<file path="config.mk">
export PLATFORM = sky130hd
export DESIGN_NAME = scrp_mod
export DESIGN_NICKNAME = d
export VERILOG_FILES = /design/src/spot_check_range_pool_assert.svh /design/src/scrp_pkg.sv /design/src/scrp_mod.sv
export SDC_FILE = /design/constraint.sdc
export NUM_CORES = 1
export LEC_CHECK = 0
export BUFFER_PORTS_ARGS = -buffer_cell sky130_fd_sc_hd__buf_2
export CAP_MARGIN = 0
export CORE_ASPECT_RATIO = 2
export CORE_MARGIN = 2
export CORE_UTILIZATION = 49
export DETAILED_ROUTE_END_ITERATION = 10
export PLACE_DENSITY = 0.87
export SLEW_MARGIN = 10
export SYNTH_ARGS = -nofsm -noshare
export SYNTH_HDL_FRONTEND = slang
export SYNTH_SLANG_ARGS = --single-unit
</file>
<file path="constraint.sdc">
create_clock -name clk -period 2.5 [get_ports clk]
set_clock_uncertainty 0.2 [all_clocks]
set_input_delay 0.25 -clock clk [delete_from_list [all_inputs] [get_ports clk]]
set_output_delay 0.25 -clock clk [all_outputs]
set_load 0.005 [all_outputs]
</file>
<file path="src/spot_check_range_pool_assert.svh">
`ifndef SPOT_CHECK_RANGE_POOL_ASSERT_SVH
`define SPOT_CHECK_RANGE_POOL_ASSERT_SVH
// Assertion helpers for the range pool.
`define SCRP_ASSERT_IMP(label, clk, rst_n, ante, cons, msg) \
  label: assert property (@(posedge clk) disable iff (!rst_n) (ante) |-> (cons)) \
    else $error(msg);
`define SCRP_ASSERT_NXT(label, clk, rst_n, ante, cons, msg) \
  label: assert property (@(posedge clk) disable iff (!rst_n) (ante) |=> (cons)) \
    else $error(msg);
`endif

</file>
<file path="src/scrp_pkg.sv">
// ----------------------------------------------------------------------------
// scrp_pkg
// Shared types and constants of the spot-check range pool.
// ----------------------------------------------------------------------------
package scrp_pkg;
  localparam int unsigned POOL_DEPTH_DEF = 256;
  localparam logic [1:0] ST_STORED  = 2'd0;
  localparam logic [1:0] ST_IGNORED = 2'd1;
  localparam logic [1:0] ST_PICK    = 2'd2;
  localparam logic [1:0] ST_NOPICK  = 2'd3;
  localparam logic [1:0] CFG_THRESH  = 2'd0;
  localparam logic [1:0] CFG_TRUSTED = 2'd1;
  localparam logic [1:0] CFG_UNPROV  = 2'd2;

  typedef struct packed {
    logic start;
    logic [63:0] dividend;
  } scrp_div_req_t;
endpackage

</file>
<file path="src/scrp_mod.sv">
// ----------------------------------------------------------------------------
// scrp_mod
// Bit-serial remainder of a 64-bit value by the pool occupancy.
// ----------------------------------------------------------------------------
module scrp_mod import scrp_pkg::*; #(
  parameter int unsigned CW = 9
) (
  input  logic          clk,
  input  logic          rst_n,
  input  scrp_div_req_t req,
  input  logic [CW-1:0] divisor,
  output logic          done,
  output logic [CW-1:0] rem
);
  logic [63:0] dvd_r, dvd_nxt;
  logic [CW:0] rem_r, rem_nxt;
  logic [6:0]  cnt_r, cnt_nxt;
  logic        busy_r, busy_nxt;
  logic [CW:0] trial;

  always_comb begin
    dvd_nxt  = dvd_r;
    rem_nxt  = rem_r;
    cnt_nxt  = cnt_r;
    busy_nxt = busy_r;
    trial    = {rem_r[CW-1:0], dvd_r[63]};
    if (req.start) begin
      dvd_nxt  = req.dividend;
      rem_nxt  = '0;
      cnt_nxt  = 7'd0;
      busy_nxt = 1'b1;
    end else if (busy_r) begin
      dvd_nxt = {dvd_r[62:0], 1'b0};
      rem_nxt = (trial >= {1'b0, divisor}) ? trial - {1'b0, divisor} : trial;
      cnt_nxt = cnt_r + 7'd1;
      if (cnt_r == 7'd63) busy_nxt = 1'b0;
    end
  end

  always_ff @(posedge clk) begin
    if (!rst_n) begin
      busy_r <= 1'b0;
      cnt_r  <= '0;
    end else begin
      busy_r <= busy_nxt;
      cnt_r  <= cnt_nxt;
    end
    dvd_r <= dvd_nxt;
    rem_r <= rem_nxt;
  end

  assign done = busy_r && (cnt_r == 7'd63);
  assign rem  = rem_nxt[CW-1:0];
endmodule

</file>
==> summary by stage, run 1 <==
Cells and area
In the final layout, the share of cells above drive strength 1 is a little under three fifths. The count of placed standard cells in the final layout, fillers left out is about 500. The area growth from synthesis to layout is 30.6%. The utilization after layout is roughly 65%.

The final-stage net count is a little under 500. The antenna diode instance count is 0.

Routing
Wire segments on met2 add up to between 4 and 5 mm in the final route. In this run the remaining antenna-violating nets after routing total 0. In the final routed layout, each cell accounts on average for approximately 16 um. Wires add up to roughly 8.3 mm. The uppermost layer routed is met4. For this run, design rule violations remaining after detail routing come to 0.

The number of vias in the routed layout is roughly 2700. In the detailed route, the total length drawn on met3 is roughly 360 um. The DRC marker count from the first detailed-route iteration is ~160. The detailed-router iteration count before antenna repair is 4.

The ratio of routed vias to standard cells is around 5.4. The detailed router put a total of 3.14 mm of wire on met1.

Floorplanning
The initial utilization of the core area, before any placement, comes to between 40% and 50%. The die outline height is around 130 um. The die boundary width is slightly below 70 um.

The floorplan core area is 0.00789 mm2. In this run the count of I/O pins placed on the die edge is 86. The die covers 0.00881 mm2. The number of standard-cell rows in the floorplan is 46.

Yosys
The most area-hungry cell type in the Yosys netlist is sky130_fd_sc_hd__edfxtp_1. In this run, synthesis inferred 64 flip-flops with an integrated enable. The average cell area after synthesis is about 14 um2. By count the netlist is led by sky130_fd_sc_hd__edfxtp_1 (64), sky130_fd_sc_hd__mux2_2 (64), sky130_fd_sc_hd__nor2_1 (19). Of the total synthesized cell area, the portion taken by AND, OR, NAND and NOR gates is under 10%. The multiplexer share of the synthesized area is 19.8%.

The count of different cell masters after synthesis is 46. Synthesis produced a netlist whose cell count is ~280. Ranked by total cell area, the synthesized netlist is headed by sky130_fd_sc_hd__edfxtp_1 (49%), sky130_fd_sc_hd__mux2_2 (18%), sky130_fd_sc_hd__dfxtp_1 (8.6%), sky130_fd_sc_hd__ha_1 (3.2%), sky130_fd_sc_hd__nor2_1 (1.8%).

Summing the areas of all xor and xnor instances in the mapped netlist gives roughly 2% of the synthesized area. For this run, the number of Yosys warnings is 0. For this run, the leading register cell type out of synthesis is sky130_fd_sc_hd__edfxtp_1. The post-synthesis compound-gate area fraction is ~7.2%.

In this run the cell area of the synthesized design comes to roughly 0.0039 mm2. The post-synthesis share of cell area spent on full adders, half adders and majority gates is under 10%. The number of nets in the synthesized netlist is roughly 370. The number of register bits inferred by synthesis is 81. The combinational family with the most area after synthesis is multiplexers.

In the synthesized netlist the async set-or-reset flop fraction comes to 0%. The share of the synthesized area in the top cell type is about half. After synthesis, flip-flops and latches occupy 57.5% of the total area.

Timing
Setup violations remaining at the end of the flow were counted as 18. The setup slack after layout is -0.762 ns. Setup repair after global routing could not meet its margin everywhere. The clock period minus final worst setup slack is approximately 3.3 ns. The post-route setup TNS is -7.75 ns.

The worst slew margin relative to its limit is ~77%. Dividing the final minimum period by the clock period gives 130%. The count of pins over their slew limit was 0. The total count of hold-check failures in the final report is 0.

For the pin with the worst max-slew slack, the measured transition is between 0.3 and 0.4 ns. Timing would allow up to approximately 310 MHz.

Global route
For this run, the total global-route usage over all layers was measured as between 10% and 20%. The first global-routing pass estimated roughly 13 mm of wire. Global routing finished with a remaining overflow of 0.

The via count of the first global-routing pass was 2842. Entering global routing, the biggest net connects 60 pins. The number of antenna violations at the first check in global routing is 0.

Setup path
The data arrival time of the worst path is 2.81 ns. Along the worst path, the maximum fanout reaches 7. The kind of critical path is register to output port. STA classifies the critical path endpoint as an output port. The type of element launching the critical path is a register. The data required time of the critical path is around 2.1 ns.

Min path
The worst hold path belongs to the class input port to register.

CTS
The H-tree was split into 3 levels. The number of clock sinks seen by CTS is just over 80. TritonCTS built the clock tree.

Clock latency on the worst-skew pair, taken at its later pin, is about 0.33 ns. Clock-pin slew was measured on the worst setup and hold paths at roughly 0.06 ns. The clock root buffer is sky130_fd_sc_hd__clkbuf_16. The maximum number of buffers from clock root to sink is 2. The total clock buffers created by CTS is 9.

Power and ir drop
The power per unit of standard cell area is 705 mW/mm2. IR analysis of the VDD net gives a maximum drop of 0.524 mV. The analysis attributes to cell leakage a power of around 2.1 nW.

Outcome
The run finished, with violations left. The final reports fail on negative setup slack.

Placement
The placer congestion estimate is 0.856. The total of buffers placed on input and output ports is between 80 and 90. The sum of net half-perimeters after detailed placement is 5.99 mm. The count of placed standard cells including taps is around 480. The post-placement setup slack is -0.414 ns.

Run
The max capacitance violation total is 0.
[path summary, 6_finish.rpt]
path         depth (start not counted)       from  slack (ns)         to
max                                 11  dvd_r[63]       -0.76     rem[0]
min                                  2    req[60]        0.02  dvd_r[60]
max reg2reg                         14  dvd_r[63]       -0.47   rem_r[8]
min reg2reg                          2   cnt_r[5]        0.30   cnt_r[5]
[worst max-delay path, cell delays in order, from the launching register on]
cell                       delay [ns]
sky130_fd_sc_hd__edfxtp_1        0.42
sky130_fd_sc_hd__inv_2           0.09
sky130_fd_sc_hd__ha_4            0.13
sky130_fd_sc_hd__inv_2           0.03
sky130_fd_sc_hd__fa_2            0.36
sky130_fd_sc_hd__a211oi_4        0.33
sky130_fd_sc_hd__o31ai_4         0.13
sky130_fd_sc_hd__a211oi_4        0.27
sky130_fd_sc_hd__buf_6           0.18
sky130_fd_sc_hd__nand2_2         0.07
sky130_fd_sc_hd__a311oi_2        0.30
sky130_fd_sc_hd__buf_2           0.16
[logic make-up after synthesis]
| kind of cell | Yosys count |
|---|---|
| mux | 70 |
| xor+xnor | 9 |
| buf+inv | 26 |
| simple gates | 53 |
| compound gates | 32 |
| flops | 81 |
| fa+ha+maj | 11 |
[registers in the layout (all words and copies together), names as in the netlist]
signal,count
rem_r,9
busy_r,1
cnt_r,7
dvd_r,64
[repair_timing]
item,CTS,global route
endpoints found under the hold margin,2,0
gates resized for setup,10,8
hold buffers,2,0
pin swaps,8,5
setup buffers,8,4
endpoints found under the setup margin,18,18
[through the flow]
stage / instance area [um2] / power (W) / hold slack (ns)
finish: 5140 / 0.00362 / 0.0152
global route: 5140 / 0.00377 / 0.00816
CTS: 5080 / 0.00364 / 0.00237
detailed placement: 4670 / 0.00226 / 0.283
global placement: 4670 / 0.00224 / 0.269
floorplan: 3980 / 0.00205 / 0.167
[where the power goes]
part           internal, W  switching (W)
Clock             0.000781       0.000537
Sequential         0.00161      0.0000454
Combinational     0.000348       0.000299
Total              0.00274       0.000882
[per-layer routing]
layer  up-vias  global-route usage [%]
met5         -                       0
li1       1303                       -
met3        27                    4.88
met4         0                    12.0
met2        90                    35.5
met1      1301                    19.8
[area by class of cell]
class / instances / area, um2
fillers: 562 / 2750
well taps: 96 / 120
repair buffers: 123 / 743
flip-flops and latches: 81 / 2260
clock inverters: 7 / 80.1
clock buffers: 9 / 225
multi-input cells: 175 / 1660
inverters: 12 / 45.0
[placed cells by master (no fill, tap or decap), drive strengths merged, types with 2 or more instances in the layout]
cell type    instances
buf                121
mux2                64
edfxtp              64
nor2                19
dfxtp               17
inv                 13
nand2               11
ha                  10
clkbuf               9
xor2                 7
a21oi                7
a211oi               7
mux2i                6
a311oi               5
nand3                4
nand2b               3
clkinv               3
nand4b               2
nand3b               2
a21o                 2
o211ai               2
xnor2                2
nand4                2
clkinvlp             2
dlygate4sd3          2
or2                  2
Note: power is estimated with default switching activity, not from simulation.
==> run 2: changes to the inputs <==
--- a/config.mk
+++ b/config.mk
@@ -9,9 +9,10 @@
 export CAP_MARGIN = 0
 export CORE_ASPECT_RATIO = 2
 export CORE_MARGIN = 2
-export CORE_UTILIZATION = 49
+export CORE_UTILIZATION = 51
+export CTS_BUF_LIST = sky130_fd_sc_hd__clkbuf_4
 export DETAILED_ROUTE_END_ITERATION = 10
-export PLACE_DENSITY = 0.87
+export PLACE_DENSITY = 0.9
 export SLEW_MARGIN = 10
 export SYNTH_ARGS = -nofsm -noshare
 export SYNTH_HDL_FRONTEND = slang
==> summary by stage, run 2 (synthesis gave the netlist of run 1 again) <==
Routing
The DRC marker count from the first detailed-route iteration was 119 (was 158). The number of nets with antenna violations after detailed routing came to 0 (unchanged). The average wire length per cell after detail routing is 16.9 um (was 16.4 um). The ratio of routed vias to standard cells is 5.24 (was 5.41). The detailed-router iteration count before antenna repair is 4 (unchanged). The number of vias in the routed layout is 2953 (was 2721).

The DRC violation count after routing is 0 (unchanged). The routed wire length was 9.53 mm (was 8.26 mm).

Power and ir drop
The final total power is 0.00329 W (was 0.00362 W). The leakage power summed over all cells is 2.34 nW (was 2.13 nW). The peak ir drop on the vdd network came to 0.449 mV (was 0.524 mV). The power per unit of standard cell area was 584 mW/mm2 (was 705 mW/mm2).

Setup path
The category of cells accounting for the largest share of critical-path delay is compound AO/OA/AOI/OAI gates (unchanged). The kind of critical path is register to output port (unchanged). The depth of the most critical reg-to-reg path is 11 (was 14). The worst-path cell with the longest stage delay is sky130_fd_sc_hd__edfxtp_1 (unchanged). The peak fanout along the critical path is 5 (was 7). The data required time of the critical path is 2.05 ns (about the same).

The cell count along the critical path came to 11 (unchanged). The capture instance of the worst register-to-register path is rem_r[4] (was rem_r[8]). The critical path startpoint is dvd_r[63] (unchanged). The data arrival time of the worst path is 2.92 ns (was 2.81 ns). The number of buffers and inverters on the critical path came to 4 (unchanged). Cell Chain, Critical Path: inv_2 > ha_4 > inv_2 > fa_2 > a211oi_4 > o31ai_4 > a211oi_4 > buf_6 > nand2_2 > a311oi_2 > buf_2 (unchanged). The kind of end point of the critical path is an output port (unchanged). The longest individual stage delay on the worst path is 0.43 ns (was 0.42 ns). The critical register-to-register path startpoint is dvd_r[63] (unchanged).

The capturing element of the worst setup path is rem[0] (unchanged). The type of element launching the critical path is a register (unchanged). The register-to-register setup slack came to -0.26 ns (was -0.47 ns).

CTS
The clock latency reported for the late side of the worst-skew pair is 0.43 ns (was 0.33 ns). The total clock buffers created by CTS is 9 (unchanged). The clock transition at the registers of the reported paths is 0.14 ns (was 0.06 ns). The number of H-tree branching levels was 3 (unchanged). The clock tree from TritonCTS is yes (unchanged).

The number of clock sinks seen by CTS is 81 (unchanged). The maximum number of buffers from clock root to sink is 2 (unchanged). The clock root buffer is sky130_fd_sc_hd__clkbuf_4 (was sky130_fd_sc_hd__clkbuf_16).

Timing
The clock period minus final worst setup slack came to 3.37 ns (was 3.26 ns). RSZ-0062 raised after global routing: true (unchanged). The post-route setup TNS was -8.82 ns (was -7.75 ns). The setup slack after layout is -0.870 ns (was -0.762 ns). The worst slew margin relative to its limit is 65.5% (was 76.8%). The total count of hold-check failures in the final report is 0 (unchanged). The count of pins over their slew limit is 0 (unchanged). The highest clock frequency the design can meet came to 297 MHz (was 307 MHz).

The final number of setup-violating endpoints is 18 (unchanged). The final period utilization came to 135% (was 130%). The transition at the pin with the smallest max-transition slack is 0.518 ns (was 0.338 ns).

Global route
The all-layer global routing usage is 23.9% (was 19.8%). The number of antenna violations at the first check in global routing was 0 (unchanged). The via count of the first global-routing pass came to 3207 (was 2842). The residual overflow from global routing is 0 (unchanged). The first-pass GRT wire length is 14.8 mm (was 12.7 mm).

The maximum number of pins on one net before global-route repair is 60 (unchanged).

Cells and area
The antenna diode instance count was 0 (unchanged). Biggest registers after layout: dvd_r: 64 flops, rem_r: 9 flops, cnt_r: 7 flops (unchanged). Top library cells by usage in the layout, fill and taps aside: sky130_fd_sc_hd__buf_2 (85), sky130_fd_sc_hd__dlygate4sd3_1 (65), sky130_fd_sc_hd__mux2_2 (64), sky130_fd_sc_hd__edfxtp_1 (64), sky130_fd_sc_hd__buf_4 (31) (was sky130_fd_sc_hd__buf_2 (85), sky130_fd_sc_hd__mux2_2 (64), sky130_fd_sc_hd__edfxtp_1 (64), sky130_fd_sc_hd__buf_4 (31), sky130_fd_sc_hd__nor2_1 (19)). The register with the most flip-flops was dvd_r (unchanged). The area growth from synthesis to layout is 43.3% (was 30.6%). The fraction of final layout cells with drive strength greater than 1 was 48.3% (was 55.5%).

The number of flip-flops under the largest register name was 64 (unchanged). The cell area after layout is 0.00564 mm2 (was 0.00514 mm2). The count of placed standard cells in the final layout, fillers left out is 564 (was 503). The final-stage net count is 552 (was 489).

The most common cell after layout, fill and taps aside is sky130_fd_sc_hd__buf_2 (unchanged).

Outcome
Violations in the final reports: negative setup slack (unchanged). Outcome: finished, violations left (unchanged).

Placement
The sum of net half-perimeters after detailed placement is 5.90 mm (was 5.99 mm). The post-place instance area is 0.00470 mm2 (was 0.00467 mm2). The total of buffers placed on input and output ports is 85 (unchanged). The post-placement setup slack is -0.427 ns (was -0.414 ns).

The placer congestion estimate is 0.857 (was 0.856). The count of placed standard cells including taps is 475 (was 476).

Min path
The path class of the lowest-slack min-delay path is input port to register (unchanged).

Floorplanning
The total I/O pin count is 86 (unchanged). The floorplan core area is 0.00754 mm2 (was 0.00789 mm2). The die outline height is 128 um (was 131 um). The die boundary width is 66.1 um (was 67.4 um).

The initial core utilization came to 52.2% (was 49.9%). The area enclosed by the die boundary is 0.00848 mm2 (was 0.00881 mm2). The number of standard-cell rows in the floorplan is 45 (was 46).

Run
The max capacitance violation total is 0 (unchanged).
run 2: worst register-to-register path, cell delays in order (launching register included):
cell                       delay [ns]
sky130_fd_sc_hd__edfxtp_1        0.43
sky130_fd_sc_hd__inv_2           0.09
sky130_fd_sc_hd__ha_4            0.14
sky130_fd_sc_hd__inv_2           0.03
sky130_fd_sc_hd__fa_2            0.36
sky130_fd_sc_hd__a211oi_4        0.33
sky130_fd_sc_hd__o31ai_4         0.11
sky130_fd_sc_hd__a211oi_4        0.33
sky130_fd_sc_hd__buf_6           0.18
sky130_fd_sc_hd__mux2i_2         0.23
sky130_fd_sc_hd__a211oi_2        0.10
sky130_fd_sc_hd__buf_4           0.15
run 2: area by class of cell:
cell class,instances,area [um2]
Clock buffer,9,67.6
Sequential cell,81,2260
Fill cell,474,1910
Clock inverter,7,100
Tap cell,94,118
Multi-Input combinational cell,175,1650
Timing Repair Buffer,186,1390
Inverter,12,45.0
run 2: layer usage:
layer,vias to the layer above,share of wire [%],global-route usage [%],routed length (um)
li1,1423,-,-,-
met1,1406,36,23.6,3430
met4,0,4.0,12.6,381
met5,-,0,0,0
met3,29,4.1,5.44,392
met2,95,56,44.1,5320
run 2: worst min-delay path by stage:
stage          startpoint        to  slack [ns]  cells past startpoint
2_1_floorplan       rst_n    busy_r        0.17                      1
3_3_place_gp     cnt_r[5]  cnt_r[5]        0.27                      2
3_5_place_dp        rst_n    busy_r        0.28                      2
4_1_cts        divisor[0]  rem_r[0]        0.08                      4
5_1_grt        divisor[0]  rem_r[0]        0.09                      4
6_report       divisor[0]  rem_r[0]        0.10                      4
run 2: timing repair:
action / 4_1_cts / 5_1_grt
buffers inserted: 4 / 5
hold buffers: 65 / 0
endpoints found under the hold margin: 68 / 0
pin swaps: 5 / 10
endpoints found under the setup margin: 18 / 18
gates resized for setup: 11 / 7
cloned: 1 / 0
run 2: where the power goes:
part | internal [W] | switching [W] | total, W
clock network | 0.000416 | 0.000478 | 0.000894
logic | 0.000424 | 0.000321 | 0.000745
registers | 0.00161 | 0.0000479 | 0.00165
run 2: stage by stage:
step | hold slack, ns | util [%]
floorplan | 0.167 | -
global placement | 0.268 | 62.4
detailed placement | 0.279 | 62.4
CTS | 0.0807 | 74.1
global route | 0.0912 | 74.7
finish | 0.101 | 74.7
